**src/design/tio_pkg.sv**
```systemverilog
`default_nettype none

package tio_pkg;

    localparam int MaxPoints = 64;
    localparam int CountW    = $clog2(MaxPoints + 1);
    localparam int DenW      = $clog2(MaxPoints);
    localparam int TimeW     = 24;
    localparam int LevelW    = 17;
    localparam int TickW     = 16;
    localparam int CodeW     = 16;
    localparam int TpuW      = 8;
    localparam int LatW      = 4;
    localparam int CfgDataW  = 24;
    localparam int CfgIdxW   = 3;
    localparam int NumW      = LevelW + DenW + 3;
    localparam int MagW      = 16 + DenW;
    localparam int QuoW      = 15;
    localparam int DivDW     = MagW + QuoW;

    localparam logic [15:0] TenVolts = 16'd40960;

    localparam logic [CfgIdxW-1:0] CFG_TICKS_PER_US    = 3'd0;
    localparam logic [CfgIdxW-1:0] CFG_MIN_RAMP_STEP   = 3'd1;
    localparam logic [CfgIdxW-1:0] CFG_MIN_TICKS       = 3'd2;
    localparam logic [CfgIdxW-1:0] CFG_ANALOG_LATENCY  = 3'd3;
    localparam logic [CfgIdxW-1:0] CFG_DIGITAL_LATENCY = 3'd4;
    localparam logic [CfgIdxW-1:0] CFG_PIXEL_LATENCY   = 3'd5;

    localparam logic [1:0] CMD_ANALOG  = 2'd0;
    localparam logic [1:0] CMD_DIGITAL = 2'd1;
    localparam logic [1:0] CMD_PIXEL   = 2'd2;
    localparam logic [1:0] CMD_RAMP    = 2'd3;

    localparam logic [1:0] TS_OK  = 2'd0;
    localparam logic [1:0] TS_MAX = 2'd1;
    localparam logic [1:0] TS_MIN = 2'd2;

    localparam logic [1:0] LS_OK  = 2'd0;
    localparam logic [1:0] LS_POS = 2'd1;
    localparam logic [1:0] LS_NEG = 2'd2;

    localparam logic [1:0] RE_NONE   = 2'd0;
    localparam logic [1:0] RE_FEW    = 2'd1;
    localparam logic [1:0] RE_CAPPED = 2'd2;

    typedef enum logic [1:0] {
        KIND_ANALOG  = 2'd0,
        KIND_DIGITAL = 2'd1,
        KIND_ERROR   = 2'd2
    } kind_t;

    typedef struct packed {
        logic [TpuW-1:0]  ticks_per_us;
        logic [TimeW-1:0] min_ramp_step;
        logic [TickW-1:0] min_ticks;
        logic [LatW-1:0]  analog_latency;
        logic [LatW-1:0]  digital_latency;
        logic [LatW-1:0]  pixel_latency;
    } cfg_t;

    typedef struct packed {
        kind_t             kind;
        logic [TickW-1:0]  tick;
        logic [1:0]        ts;
        logic [LevelW-1:0] vi;
        logic [LevelW-1:0] vf;
        logic              dl;
        logic [DenW-1:0]   den;
        logic [CountW-1:0] count;
        logic              raised;
        logic [1:0]        err;
    } job_t;

endpackage

`default_nettype wire

```
**src/design/tio_if.sv**
```systemverilog
`default_nettype none

interface tio_in_if;
    logic        valid;
    logic        ready;
    logic [1:0]  command;
    logic [23:0] hold_time;
    logic [16:0] level;
    logic [16:0] end_level;
    logic        digital_level;
    logic [23:0] ramp_length;

    modport source (output valid, command, hold_time, level, end_level, digital_level,
                    ramp_length, input ready);
    modport sink (input valid, command, hold_time, level, end_level, digital_level,
                  ramp_length, output ready);
endinterface

interface tio_out_if;
    logic        valid;
    logic        ready;
    logic [31:0] instruction_word;
    logic [1:0]  time_status;
    logic [1:0]  level_status;
    logic        step_raised;
    logic [1:0]  ramp_error;
    logic        last;

    modport source (output valid, instruction_word, time_status, level_status,
                    step_raised, ramp_error, last, input ready);
    modport sink (input valid, instruction_word, time_status, level_status,
                  step_raised, ramp_error, last, output ready);
endinterface

`default_nettype wire

```
**src/design/tio_front.sv**
```systemverilog
`default_nettype none

module tio_front
    import tio_pkg::*;
(
    input  wire logic clk,
    input  wire logic rst_n,
    input  wire cfg_t cfg,
    tio_in_if.sink    item,
    output job_t      job,
    output logic      push,
    input  wire logic full
);

    typedef enum logic [4:0] {
        F_IDLE = 5'b00001,
        F_MUL  = 5'b00010,
        F_TICK = 5'b00100,
        F_DIV  = 5'b01000,
        F_PUSH = 5'b10000
    } fstate_t;

    fstate_t state_reg, state_next;

    logic [1:0]        cmd_reg;
    logic [TimeW-1:0]  step_reg;
    logic [LevelW-1:0] vi_reg;
    logic [LevelW-1:0] vf_reg;
    logic              dl_reg;
    logic              raised_reg;
    logic [31:0]       prod_reg;
    logic [TickW-1:0]  tick_reg, tick_next;
    logic [1:0]        ts_reg, ts_next;
    logic [TimeW-1:0]  quot_reg;
    logic [TimeW:0]    rem_reg;
    logic [4:0]        cnt_reg;

    logic [TimeW-1:0]  ticks_raw;
    logic [TickW-1:0]  ticks_clamped;
    logic [LatW-1:0]   lat;
    logic [TimeW:0]    rem_shift;
    logic              step_low;
    logic [CountW-1:0] m_count;
    logic              capped;

    assign item.ready = (state_reg == F_IDLE);
    assign step_low   = (item.command == CMD_RAMP) && (item.hold_time < cfg.min_ramp_step);

    always_comb
    begin
        ticks_raw = prod_reg[31:8];
        ts_next   = TS_OK;
        if (ticks_raw > TimeW'(16'hFFFF))
        begin
            ticks_clamped = 16'hFFFF;
            ts_next       = TS_MAX;
        end
        else if (ticks_raw[TickW-1:0] < cfg.min_ticks)
        begin
            ticks_clamped = cfg.min_ticks;
            ts_next       = TS_MIN;
        end
        else
        begin
            ticks_clamped = ticks_raw[TickW-1:0];
        end
        case (cmd_reg)
            CMD_DIGITAL: lat = cfg.digital_latency;
            CMD_PIXEL:   lat = cfg.pixel_latency;
            default:     lat = cfg.analog_latency;
        endcase
        tick_next = ticks_clamped - TickW'(lat);
    end

    assign rem_shift = {rem_reg[TimeW-1:0], quot_reg[TimeW-1]};

    always_comb
    begin
        state_next = state_reg;
        case (state_reg)
            F_IDLE:
            begin
                if (item.valid)
                begin
                    state_next = F_MUL;
                end
            end
            F_MUL:
            begin
                state_next = F_TICK;
            end
            F_TICK:
            begin
                if (cmd_reg == CMD_RAMP && step_reg != '0)
                begin
                    state_next = F_DIV;
                end
                else
                begin
                    state_next = F_PUSH;
                end
            end
            F_DIV:
            begin
                if (cnt_reg == 5'(TimeW - 1))
                begin
                    state_next = F_PUSH;
                end
            end
            F_PUSH:
            begin
                if (!full)
                begin
                    state_next = F_IDLE;
                end
            end
            default:
            begin
                state_next = F_IDLE;
            end
        endcase
    end

    always_ff @(posedge clk or negedge rst_n)
    begin
        if (!rst_n)
        begin
            state_reg <= F_IDLE;
        end
        else
        begin
            state_reg <= state_next;
        end
    end

    always_ff @(posedge clk)
    begin
        case (state_reg)
            F_IDLE:
            begin
                cmd_reg    <= item.command;
                step_reg   <= step_low ? cfg.min_ramp_step : item.hold_time;
                raised_reg <= step_low;
                vi_reg     <= item.level;
                vf_reg     <= item.end_level;
                dl_reg     <= item.digital_level;
                quot_reg   <= item.ramp_length;
            end
            F_MUL:
            begin
                prod_reg <= 32'(step_reg) * 32'(cfg.ticks_per_us);
            end
            F_TICK:
            begin
                tick_reg <= tick_next;
                ts_reg   <= ts_next;
                rem_reg  <= '0;
                cnt_reg  <= '0;
                if (step_reg == '0)
                begin
                    quot_reg <= '0;
                end
            end
            F_DIV:
            begin
                cnt_reg <= cnt_reg + 5'd1;
                if (rem_shift >= {1'b0, step_reg})
                begin
                    rem_reg  <= rem_shift - {1'b0, step_reg};
                    quot_reg <= {quot_reg[TimeW-2:0], 1'b1};
                end
                else
                begin
                    rem_reg  <= rem_shift;
                    quot_reg <= {quot_reg[TimeW-2:0], 1'b0};
                end
            end
            default:
            begin
            end
        endcase
    end

    assign capped  = quot_reg > TimeW'(MaxPoints);
    assign m_count = capped ? CountW'(MaxPoints) : quot_reg[CountW-1:0];
    assign push    = (state_reg == F_PUSH) && !full;

    always_comb
    begin
        job.tick   = tick_reg;
        job.ts     = ts_reg;
        job.vi     = vi_reg;
        job.vf     = vf_reg;
        job.dl     = dl_reg;
        job.raised = raised_reg;
        job.err    = RE_NONE;
        job.den    = DenW'(1);
        job.count  = CountW'(1);
        case (cmd_reg)
            CMD_ANALOG:
            begin
                job.kind = KIND_ANALOG;
            end
            CMD_RAMP:
            begin
                if (quot_reg <= TimeW'(1))
                begin
                    job.kind = KIND_ERROR;
                    job.err  = RE_FEW;
                end
                else
                begin
                    job.kind  = KIND_ANALOG;
                    job.err   = capped ? RE_CAPPED : RE_NONE;
                    job.count = m_count;
                    job.den   = DenW'(m_count - CountW'(1));
                end
            end
            default:
            begin
                job.kind = KIND_DIGITAL;
            end
        endcase
    end

endmodule

`default_nettype wire

```
**src/design/tio_queue.sv**
```systemverilog
`default_nettype none

module tio_queue
    import tio_pkg::*;
(
    input  wire logic clk,
    input  wire logic rst_n,
    input  wire job_t wr_job,
    input  wire logic push,
    output logic      full,
    output job_t      rd_job,
    input  wire logic pop,
    output logic      empty
);

    job_t       mem [2];
    logic       wr_ptr_reg;
    logic       rd_ptr_reg;
    logic [1:0] fill_reg;

    assign full   = (fill_reg == 2'd2);
    assign empty  = (fill_reg == 2'd0);
    assign rd_job = mem[rd_ptr_reg];

    always_ff @(posedge clk)
    begin
        if (push)
        begin
            mem[wr_ptr_reg] <= wr_job;
        end
    end

    always_ff @(posedge clk or negedge rst_n)
    begin
        if (!rst_n)
        begin
            wr_ptr_reg <= 1'b0;
            rd_ptr_reg <= 1'b0;
            fill_reg   <= 2'd0;
        end
        else
        begin
            if (push)
            begin
                wr_ptr_reg <= ~wr_ptr_reg;
            end
            if (pop)
            begin
                rd_ptr_reg <= ~rd_ptr_reg;
            end
            if (push && !pop)
            begin
                fill_reg <= fill_reg + 2'd1;
            end
            else if (pop && !push)
            begin
                fill_reg <= fill_reg - 2'd1;
            end
        end
    end

endmodule

`default_nettype wire

```
**src/design/tio_back.sv**
```systemverilog
`default_nettype none

module tio_back
    import tio_pkg::*;
(
    input  wire logic clk,
    input  wire logic rst_n,
    input  wire job_t head,
    input  wire logic empty,
    output logic      pop,
    tio_out_if.source result
);

    typedef enum logic [4:0] {
        B_IDLE  = 5'b00001,
        B_NUM   = 5'b00010,
        B_CLAMP = 5'b00100,
        B_DIV   = 5'b01000,
        B_EMIT  = 5'b10000
    } bstate_t;

    bstate_t state_reg, state_next;

    job_t                   job_reg;
    logic [CountW-1:0]      idx_reg;
    logic signed [NumW-1:0] num_reg;
    logic [CodeW-1:0]       code_reg;
    logic [1:0]             ls_reg;
    logic                   neg_reg;
    logic [MagW-1:0]        dvs_reg;
    logic [DivDW-1:0]       rem_reg;
    logic [QuoW-1:0]        quo_reg;
    logic [3:0]             k_reg;

    logic                   out_valid_reg;
    logic [31:0]            word_reg;
    logic [1:0]             ts_out_reg;
    logic [1:0]             ls_out_reg;
    logic                   sr_out_reg;
    logic [1:0]             re_out_reg;
    logic                   last_out_reg;

    logic signed [NumW-1:0] vi_ext, vf_ext, den_ext, idx_ext, num_next;
    logic [MagW-1:0]        lim;
    logic signed [NumW-1:0] lim_s;
    logic [NumW-1:0]        num_abs;
    logic [MagW-1:0]        mag;
    logic [DivDW-1:0]       dsh;
    logic [QuoW-1:0]        quo_next;
    logic                   load;
    logic                   more;

    assign vi_ext   = NumW'($signed(job_reg.vi));
    assign vf_ext   = NumW'($signed(job_reg.vf));
    assign den_ext  = $signed(NumW'(job_reg.den));
    assign idx_ext  = $signed(NumW'(idx_reg));
    assign num_next = vi_ext * den_ext + (vf_ext - vi_ext) * idx_ext;

    assign lim     = MagW'(TenVolts) * MagW'(job_reg.den);
    assign lim_s   = $signed(NumW'(lim));
    assign num_abs = num_reg[NumW-1] ? NumW'(-num_reg) : NumW'(num_reg);
    assign mag     = num_abs[MagW-1:0];

    assign dsh      = DivDW'(dvs_reg) << k_reg;
    assign quo_next = (rem_reg >= dsh) ? (quo_reg | (QuoW'(1) << k_reg)) : quo_reg;

    assign load = (state_reg == B_EMIT) && (!out_valid_reg || result.ready);
    assign more = (job_reg.kind == KIND_ANALOG) && (CountW'(idx_reg + CountW'(1)) != job_reg.count);
    assign pop  = (state_reg == B_IDLE) && !empty;

    always_comb
    begin
        state_next = state_reg;
        case (state_reg)
            B_IDLE:
            begin
                if (!empty)
                begin
                    state_next = (head.kind == KIND_ANALOG) ? B_NUM : B_EMIT;
                end
            end
            B_NUM:
            begin
                state_next = B_CLAMP;
            end
            B_CLAMP:
            begin
                if (num_reg > lim_s || num_reg < -lim_s)
                begin
                    state_next = B_EMIT;
                end
                else
                begin
                    state_next = B_DIV;
                end
            end
            B_DIV:
            begin
                if (k_reg == 4'd0)
                begin
                    state_next = B_EMIT;
                end
            end
            B_EMIT:
            begin
                if (load)
                begin
                    state_next = more ? B_NUM : B_IDLE;
                end
            end
            default:
            begin
                state_next = B_IDLE;
            end
        endcase
    end

    always_ff @(posedge clk or negedge rst_n)
    begin
        if (!rst_n)
        begin
            state_reg     <= B_IDLE;
            out_valid_reg <= 1'b0;
        end
        else
        begin
            state_reg <= state_next;
            if (load)
            begin
                out_valid_reg <= 1'b1;
            end
            else if (result.ready)
            begin
                out_valid_reg <= 1'b0;
            end
        end
    end

    always_ff @(posedge clk)
    begin
        case (state_reg)
            B_IDLE:
            begin
                job_reg  <= head;
                idx_reg  <= '0;
                code_reg <= {{(CodeW-1){1'b0}}, head.dl};
                ls_reg   <= LS_OK;
            end
            B_NUM:
            begin
                num_reg <= num_next;
            end
            B_CLAMP:
            begin
                neg_reg <= num_reg[NumW-1];
                dvs_reg <= lim;
                rem_reg <= (DivDW'(mag) << QuoW) - DivDW'(mag);
                quo_reg <= '0;
                k_reg   <= 4'(QuoW - 1);
                ls_reg  <= LS_OK;
                if (num_reg > lim_s)
                begin
                    code_reg <= 16'h7FFF;
                    ls_reg   <= LS_POS;
                end
                else if (num_reg < -lim_s)
                begin
                    code_reg <= 16'h8000;
                    ls_reg   <= LS_NEG;
                end
            end
            B_DIV:
            begin
                quo_reg <= quo_next;
                k_reg   <= k_reg - 4'd1;
                if (rem_reg >= dsh)
                begin
                    rem_reg <= rem_reg - dsh;
                end
                if (k_reg == 4'd0)
                begin
                    code_reg <= neg_reg ? CodeW'(-CodeW'(quo_next)) : CodeW'(quo_next);
                end
            end
            B_EMIT:
            begin
                if (load)
                begin
                    idx_reg <= idx_reg + CountW'(1);
                end
            end
            default:
            begin
            end
        endcase
    end

    always_ff @(posedge clk)
    begin
        if (load)
        begin
            sr_out_reg   <= job_reg.raised;
            re_out_reg   <= job_reg.err;
            last_out_reg <= !more;
            if (job_reg.kind == KIND_ERROR)
            begin
                word_reg   <= '0;
                ts_out_reg <= TS_OK;
                ls_out_reg <= LS_OK;
            end
            else
            begin
                word_reg   <= {job_reg.tick, code_reg};
                ts_out_reg <= job_reg.ts;
                ls_out_reg <= ls_reg;
            end
        end
    end

    assign result.valid            = out_valid_reg;
    assign result.instruction_word = word_reg;
    assign result.time_status      = ts_out_reg;
    assign result.level_status     = ls_out_reg;
    assign result.step_raised      = sr_out_reg;
    assign result.ramp_error       = re_out_reg;
    assign result.last             = last_out_reg;

endmodule

`default_nettype wire

```
**src/design/timed_output_instruction_builder.sv**
```systemverilog
// Path: a digital or pixel word passes F_MUL, F_TICK, F_PUSH, the two-entry queue, B_IDLE
// and B_EMIT; an analog word also passes B_NUM, B_CLAMP and B_DIV (B_DIV skipped when clamped).
// A ramp's first word also waits for the 24-step length divider (F_DIV). The front end takes
// one command at a time, and B_EMIT holds while a registered result is waiting and ready is low.
// Reset clears all control state and loads the configuration registers with their defaults.
`default_nettype none

module timed_output_instruction_builder
    import tio_pkg::*;
(
    input  wire logic                clk,
    input  wire logic                rst_n,
    tio_in_if.sink                   item,
    tio_out_if.source                result,
    input  wire logic                cfg_write,
    input  wire logic [CfgIdxW-1:0]  cfg_index,
    input  wire logic [CfgDataW-1:0] cfg_data
);

    cfg_t cfg_reg;
    job_t front_job;
    job_t head_job;
    logic push;
    logic pop;
    logic full;
    logic empty;

    always_ff @(posedge clk or negedge rst_n)
    begin
        if (!rst_n)
        begin
            cfg_reg.ticks_per_us    <= 8'd160;
            cfg_reg.min_ramp_step   <= 24'd256;
            cfg_reg.min_ticks       <= 16'd2;
            cfg_reg.analog_latency  <= 4'd2;
            cfg_reg.digital_latency <= 4'd2;
            cfg_reg.pixel_latency   <= 4'd1;
        end
        else if (cfg_write)
        begin
            case (cfg_index)
                CFG_TICKS_PER_US:    cfg_reg.ticks_per_us    <= cfg_data[TpuW-1:0];
                CFG_MIN_RAMP_STEP:   cfg_reg.min_ramp_step   <= cfg_data[TimeW-1:0];
                CFG_MIN_TICKS:       cfg_reg.min_ticks       <= cfg_data[TickW-1:0];
                CFG_ANALOG_LATENCY:  cfg_reg.analog_latency  <= cfg_data[LatW-1:0];
                CFG_DIGITAL_LATENCY: cfg_reg.digital_latency <= cfg_data[LatW-1:0];
                CFG_PIXEL_LATENCY:   cfg_reg.pixel_latency   <= cfg_data[LatW-1:0];
                default:
                begin
                end
            endcase
        end
    end

    tio_front u_front (
        .clk   (clk),
        .rst_n (rst_n),
        .cfg   (cfg_reg),
        .item  (item),
        .job   (front_job),
        .push  (push),
        .full  (full)
    );

    tio_queue u_queue (
        .clk    (clk),
        .rst_n  (rst_n),
        .wr_job (front_job),
        .push   (push),
        .full   (full),
        .rd_job (head_job),
        .pop    (pop),
        .empty  (empty)
    );

    tio_back u_back (
        .clk    (clk),
        .rst_n  (rst_n),
        .head   (head_job),
        .empty  (empty),
        .pop    (pop),
        .result (result)
    );

endmodule

`default_nettype wire
```
**src/flat_wrapper.sv**
```systemverilog
// flat-port wrapper written by rule: the top's interface ports become plain ports
module timed_output_instruction_builder_flat import tio_pkg::*;
  (clk, rst_n, cfg_write, cfg_index, cfg_data, item_valid, item_command, item_hold_time, item_level, item_end_level, item_digital_level, item_ramp_length, item_ready, result_valid, result_instruction_word, result_time_status, result_level_status, result_step_raised, result_ramp_error, result_last, result_ready);
  tio_in_if item_i ();
  tio_out_if result_i ();
  input  wire logic clk;
  input  wire logic rst_n;
  input  wire logic cfg_write;
  input  wire logic [CfgIdxW-1:0] cfg_index;
  input  wire logic [CfgDataW-1:0] cfg_data;
  input wire logic [$bits(item_i.valid)-1:0] item_valid;
  input wire logic [$bits(item_i.command)-1:0] item_command;
  input wire logic [$bits(item_i.hold_time)-1:0] item_hold_time;
  input wire logic [$bits(item_i.level)-1:0] item_level;
  input wire logic [$bits(item_i.end_level)-1:0] item_end_level;
  input wire logic [$bits(item_i.digital_level)-1:0] item_digital_level;
  input wire logic [$bits(item_i.ramp_length)-1:0] item_ramp_length;
  output wire logic [$bits(item_i.ready)-1:0] item_ready;
  output wire logic [$bits(result_i.valid)-1:0] result_valid;
  output wire logic [$bits(result_i.instruction_word)-1:0] result_instruction_word;
  output wire logic [$bits(result_i.time_status)-1:0] result_time_status;
  output wire logic [$bits(result_i.level_status)-1:0] result_level_status;
  output wire logic [$bits(result_i.step_raised)-1:0] result_step_raised;
  output wire logic [$bits(result_i.ramp_error)-1:0] result_ramp_error;
  output wire logic [$bits(result_i.last)-1:0] result_last;
  input wire logic [$bits(result_i.ready)-1:0] result_ready;
  assign item_i.valid = item_valid;
  assign item_i.command = item_command;
  assign item_i.hold_time = item_hold_time;
  assign item_i.level = item_level;
  assign item_i.end_level = item_end_level;
  assign item_i.digital_level = item_digital_level;
  assign item_i.ramp_length = item_ramp_length;
  assign item_ready = item_i.ready;
  assign result_valid = result_i.valid;
  assign result_instruction_word = result_i.instruction_word;
  assign result_time_status = result_i.time_status;
  assign result_level_status = result_i.level_status;
  assign result_step_raised = result_i.step_raised;
  assign result_ramp_error = result_i.ramp_error;
  assign result_last = result_i.last;
  assign result_i.ready = result_ready;
  timed_output_instruction_builder u_core (.clk(clk), .rst_n(rst_n), .item(item_i), .result(result_i), .cfg_write(cfg_write), .cfg_index(cfg_index), .cfg_data(cfg_data));
endmodule
```
**config.mk**
```make
export PLATFORM = sky130hd
export DESIGN_NAME = timed_output_instruction_builder_flat
export DESIGN_NICKNAME = d
export VERILOG_FILES = /design/src/design/tio_pkg.sv /design/src/design/tio_if.sv /design/src/design/tio_front.sv /design/src/design/tio_queue.sv /design/src/design/tio_back.sv /design/src/design/timed_output_instruction_builder.sv /design/src/flat_wrapper.sv
export SDC_FILE = /design/constraint.sdc
export NUM_CORES = 2
export LEC_CHECK = 0
export ABC_AREA = 1
export BUFFER_PORTS_ARGS = -buffer_cell sky130_fd_sc_hd__buf_4
export CORE_MARGIN = 1
export CORE_UTILIZATION = 58
export DETAILED_ROUTE_END_ITERATION = 16
export PLACE_DENSITY = 0.75
export SYNTH_ARGS = -nofsm -noshare
export SYNTH_HDL_FRONTEND = slang
export SYNTH_HIERARCHICAL = 1
export SYNTH_SLANG_ARGS = --single-unit
```
**constraint.sdc**
```tcl
create_clock -name clk -period 21.9 [get_ports clk]
set_input_delay 4.38 -clock clk [delete_from_list [all_inputs] [get_ports clk]]
set_output_delay 4.38 -clock clk [all_outputs]
set_load 0.01 [all_outputs]
```
# [After elaboration in Yosys (flattened, before gate mapping)]
# Memory sizes are Yosys's and may differ from the RTL's.
# Cells that the tools add are included.
[totals] output_inout_bits=42 inputBits=117 regBits=467 latchBits=0 romBits=0 n_memories=1 mem_bits_rw=142 word_cells=211
[memory_table] memory="u_core.u_queue.mem" words=2 width=71 read_ports=1 rd_ports_with_merged_regs=0 wr=1 line="tio_queue.sv:16" rtl="job_t mem [2];"
[classes] multipliers=4 div=0 n_bitwise=3 order_cmp=9 shifts=2 eq_ne=32 n_addsub=15 n_reduce_logical=44 n_mux=53
[op_table] cell="16-bit two-way mux" count=6
[op_table] cell="37-bit one-hot mux with 2 select lines" count=1
[op_table] cell="24-bit two-way mux" count=3
[op_table] cell="24-bit one-hot mux with 3 select lines" count=1
[op_table] cell="5-bit one-hot mux with 5 select lines" count=2
[op_table] cell="16-bit one-hot mux with 3 select lines" count=1
[op_table] cell="24-bit one-hot mux with 2 select lines" count=1
[op_table] cell="5-bit two-way mux" count=9
[op_table] cell="37-bit >= comparator" count=1
[op_table] cell="37-bit two-way mux" count=1
[op_table] cell="22-bit by 4-bit left shift with 37-bit output" count=1
[op_table] cell="37-bit by 22-bit subtractor with 37-bit output" count=1
[op_table] cell="37-bit subtractor" count=1
[op_table] cell="24-bit by 8-bit multiplier with 32-bit output" count=1
[op_table] cell="15-bit one-hot mux with 2 select lines" count=1
[op_table] cell="26-bit adder" count=1
[op_table] cell="26-bit by 23-bit > comparator with 1-bit output" count=1
[op_table] cell="26-bit less-than comparator" count=1
[op_table] cell="18-bit by 8-bit multiplier with 26-bit output" count=1
[op_table] cell="13-bit two-way mux" count=2
[op_table] cell="22-bit negator with 26-bit output" count=1
[op_table] cell="25-bit by 24-bit >= comparator with 1-bit output" count=1
[op_table] cell="24-bit by 16-bit > comparator with 1-bit output (second input constant)" count=1
[op_table] cell="24-bit by 7-bit > comparator with 1-bit output (second input constant)" count=1
[op_table] cell="other kinds (53)" count=121

# [Longest topological paths before layout]
[logic_depth] ltp_word=7 mapped_depth=32 depth_no_buf=32

# [By module]
# The synthesis kept the hierarchy.
[modules_own_cells] module="tio_back" area_each_um2=22032.4 cells_each=2589 seq_area_each_um2=6817.8 n_inst=1
[modules_own_cells] module="tio_front" area_each_um2=16046.6 cells_each=1980 seq_area_each_um2=4840.9 n_inst=1
[modules_own_cells] module="tio_queue" area_each_um2=5680.4 cells_each=246 seq_area_each_um2=4364.2 n_inst=1
[modules_own_cells] module="timed_output_instruction_builder" area_each_um2=2468.6 cells_each=272 seq_area_each_um2=1510.2 n_inst=1

# [Worst setup path before layout]
# Ideal clock, no wire load.
[synth_path] kind="reg-to-reg" from="register u_core/u_back/job_reg[34] (netlist name)" to="register u_core.u_back.num_reg[24] (data pin)" stages_incl_launch_ff=29 path_buffers=0 synth_period_minus_slack_ps=7192 arrival_ps=6928 required_ps=21636 setup_time_ps=264 slack_ps=14708 path_cell_list="edfxtp_1 > ha_1 > fa_1 > inv_1 > a31oi_1 > o21ai_0 > nand2_1 > a31oi_1 > a21oi_1 > xor2_1 > or2_2 > fa_1 > inv_1 > fa_1 > fa_1 > fa_1 > fa_1 > inv_1 > fa_1 > inv_1 > ha_1 > nand2_1 > nor4_1 > nand4_1 > nand3_1 > nand3_1 > nand2_1 > a31oi_1 > xor2_1"
[synth_via] elab_chain_len=3 elab_cells_between_ends=4 classes_between="add/sub: 2; mul: 2"
[synth_lines] item="from (decl)" line="tio_back.sv:24" rtl="job_t job_reg;"
[synth_lines] item="from (signal assigned)" line="tio_back.sv:144" rtl="job_reg <= head;"
[synth_lines] item="17-bit by 17-bit subtractor with 18-bit output" line="tio_back.sv:57" rtl="assign num_next = vi_ext * den_ext + (vf_ext - vi_ext) * idx_ext;"
[synth_lines] item="18-bit by 8-bit multiplier with 26-bit output" line="tio_back.sv:57"
[synth_lines] item="26-bit adder *" line="tio_back.sv:57"
[synth_lines] item="net u_core.u_back.num_next[24]" line="tio_back.sv:43" rtl="logic signed [NumW-1:0] vi_ext, vf_ext, den_ext, idx_ext, num_next;"
[synth_lines] item="to (signal assigned)" line="tio_back.sv:151" rtl="num_reg <= num_next;"
[synth_lines] item="to (decl)" line="tio_back.sv:26" rtl="logic signed [NumW-1:0] num_reg;"
# The timed path passes the listed nets; every way through them passes the cells marked *.
# A chain may end at the register's enable or synchronous reset.

# [Worst setup path after layout]
# Same ends and word-level chain as after synthesis.

==> run summary <==
- 13.58 ns — slack of the worst reg-to-reg path
- 0 — number of design rule violations left after detail routing
- 5.466 — vias per cell
- 0 — max capacitance violation total
- 17.33% — simple-gate area share of the yosys netlist
- 38.00% — Final period util
- 46230 um^2 — Post-Synthesis Cell Area
- 0 — final slew viol count
- 142 — number of flip-flops under the largest register name
- 284.3 um — height of the chip
- 5840 — total nets after synthesis
- 78870 um^2 — area of the core
- 2.355% — share of cell area taken by muxes after synthesis
- sky130_fd_sc_hd__nand2_1 — most frequent cell after synthesis
- 159 — I/O pins
- 0 — hold depth
- 521 — count of flip-flops with a built-in enable after synthesis
- 6185 — instance count after placement with tap cells included
- 22.85% — fraction of the mapped netlist area in adder cells
- 9.087 um^2 — Avg Inst Size Synth
- 6 — synth warn
- 0 — ANT nets after route
- 0 — buffer count from post-CTS setup fixing
- 86.41 mm — Detailed Place HPWL
- 1.184 ns — worst slew pin tran
- 158 — port buffer count
- 8.322 ns — Period minus WS final
- 1085 x sky130_fd_sc_hd__nand2_1, 997 x sky130_fd_sc_hd__inv_1, 521 x sky130_fd_sc_hd__edfxtp_1 — ranking of synthesized cells by instance count
- 0.55 ns — slowest stage delay, CP
- 185.0 mm — global-route wire length before repair
- u_core/u_back/job_reg[34] — Critical R2R Launch
- u_core/u_back/num_reg[24] — worst reg2reg path endpoint
- 0 ns — post-route setup TNS
- 58.61% — starting density of the core
- u_core/u_back/result.ramp_error[1] — Min-Delay Endpoint
- 0 — Fin. Hold Viols
- 3 — buffer levels on the longest clock path
- 120.2 MHz — Max Clk Rate
- 6 — DRT Pass-1 Iters
- sky130_fd_sc_hd__edfxtp_1 — cell accounting for the most synthesized area
- 8.69 ns — Data arrival, critical path
- flop — critical path startpoint category
- yes — CTS tree
- 596 — total clock sinks
- 596 — synthesized flop and latch total
- 22.26 ns — CP required
- 0.61 ns — insertion delay to the later sink of the worst-skew pair
- 7.080% — compound-cell area share of the yosys netlist
- 50500 um^2 — post-layout instance area
- sky130_fd_sc_hd__clkbuf_16 — master cell of the clock root buffer
- 80840 um^2 — area of the die
- flop to flop — class of the tightest hold or removal check
- 34510 — total via count after detailed routing
- 37.93% — portion of the post-synthesis area used by sequential elements
- 35100 — number of global-route vias before repair
- 69 — CTS buffer count
- 20.22% — worst relative slew slack
- 0 — hold bufs inserted after CTS
- 0.9295 — final RePlAce weighted congestion
- 8.666% — fraction of layout cells with a size suffix above 1
- 5087 — synthesized instance count
- 0 — count of final setup violators
- 7 — maximum fanout along the worst path
- 18.28 um — Routed wire per std cell
- 103 — std cell rows
- 33.84% — portion of synthesized cell area occupied by the leading cell type
- u_core/u_back/job_reg[1] — HP Start
- 284.3 um — floorplan die width
- sky130_fd_sc_hd__edfxtp_1 34%, sky130_fd_sc_hd__fa_1 15%, sky130_fd_sc_hd__nand2_1 8.8%, sky130_fd_sc_hd__inv_1 8.1%, sky130_fd_sc_hd__ha_1 7.8% — Area contributors post-synth
- 28 — R2R cell count
- 2629 — violation count after the first detailed-routing iteration
- 12.58% — share of synthesized registers carrying an async set or reset
- complete, no violations — result of the run
- no — unrepaired setup endpoints after global routing
- flop — Crit. End Element
- 115.4 mm — Detailed Route WL
- adder cells — combinational family with the most area after synthesis
- 0 — number of antenna violations at the first check in global routing
- 0.06 ns — clock edge transition at the registers on the reported setup and hold paths
- 0 — total grt overflow
- sky130_fd_sc_hd__o21ai_0 — cell type of the slowest stage on the worst timing path
- 2.558% — share of the synthesized netlist area taken by xor and xnor gates
- 6313 — final cell count without fillers
- 3 — maximum level of the CTS H-tree
- 48220 um^2 — Cell Area, Placed
- 0.02912 ns — final worst clock skew
- 5959 — Final #Nets
- 0.4150 ns — final hold slack
- flop to flop — critical path type
- 70 — maximum number of pins on one net before global-route repair
- 9.243% — area added between synthesis and finish
- sky130_fd_sc_hd__fa_1 — most frequent cell on the critical path
- 29.06% — global router's overall resource usage
- sky130_fd_sc_hd__edfxtp_1 — Top FF cell, synth
- 0 — count of instances resized after the clock tree is built
- 68 — unique cell type count in the Yosys netlist
==> through the flow <==
stage | utilization (%) | setup WS (ns)
2_1_floorplan | - | 14.71
3_3_place_gp | 61.13 | 13.89
3_5_place_dp | 61.13 | 13.72
4_1_cts | 64.03 | 13.70
5_1_grt | 64.03 | 13.11
6_report | 64.03 | 13.58
==> per-layer routing <==
layer	track usage, %	routed length [um]	vias to the layer above
met4	11.08	4402	0
met5	0	0	-
li1	-	-	16530
met2	50.87	57670	1145
met1	37.01	47340	16580
met3	3.226	5992	258
==> worst max path at each step <==
stage / start / endpoint / depth (start not counted)
2_1_floorplan: u_core/u_back/job_reg[34] / u_core/u_back/num_reg[24] / 28
3_3_place_gp: u_core/u_back/job_reg[34] / u_core/u_back/num_reg[24] / 27
5_1_grt: u_core/u_back/job_reg[34] / u_core/u_back/num_reg[24] / 27
4_1_cts: u_core/u_back/job_reg[34] / u_core/u_back/num_reg[24] / 28
3_5_place_dp: u_core/u_back/job_reg[34] / u_core/u_back/num_reg[24] / 28
6_report: u_core/u_back/job_reg[34] / u_core/u_back/num_reg[24] / 28
==> cell type report <==
cell class | instances | area, um^2
clock inverter | 37 | 399.1
antenna | 1 | 2.502
timing repair buffer | 185 | 1389
multi-input combinational | 3342 | 24170
fill | 6423 | 28370
sequential | 596 | 17540
tap | 1050 | 1314
clock buffer | 90 | 1883
inverter | 1012 | 3802
==> placed cells by master (no fill, tap or decap), types with 89 or more instances in the layout <==
cell and n:
sky130_fd_sc_hd__edfxtp_1 521, sky130_fd_sc_hd__inv_1 993, sky130_fd_sc_hd__nand2_1 1085, sky130_fd_sc_hd__fa_1 347, sky130_fd_sc_hd__a21oi_1 216, sky130_fd_sc_hd__xor2_1 89, sky130_fd_sc_hd__o21ai_0 208, sky130_fd_sc_hd__ha_1 289
sky130_fd_sc_hd__buf_4 185, sky130_fd_sc_hd__nand3_1 241, sky130_fd_sc_hd__nor2_1 400
==> kinds of logic (layout without fill, tap and decap cells) <==
group / after synthesis / in the layout
flops: 596 / 596
compound gates: 585 / 585
buf+inv: 1149 / 1324
other cells: 0 / 1
xor+xnor: 135 / 135
mux: 74 / 74
simple gates: 1912 / 1912
fa+ha+maj: 636 / 636
==> critical path, delay by kind of cell, from the launching register on <==
| family | cells | cell delay (ns) |
|---|---|---|
| compound gates | 5 | 1.16 |
| xor+xnor | 2 | 0.64 |
| fa+ha+maj | 9 | 4.06 |
| buf+inv | 4 | 0.26 |
| flops | 1 | 0.47 |
| simple gates | 8 | 1.45 |
Power is not shown: default switching activity piles up to over one toggle a cycle in this logic, so the estimate is an artifact.
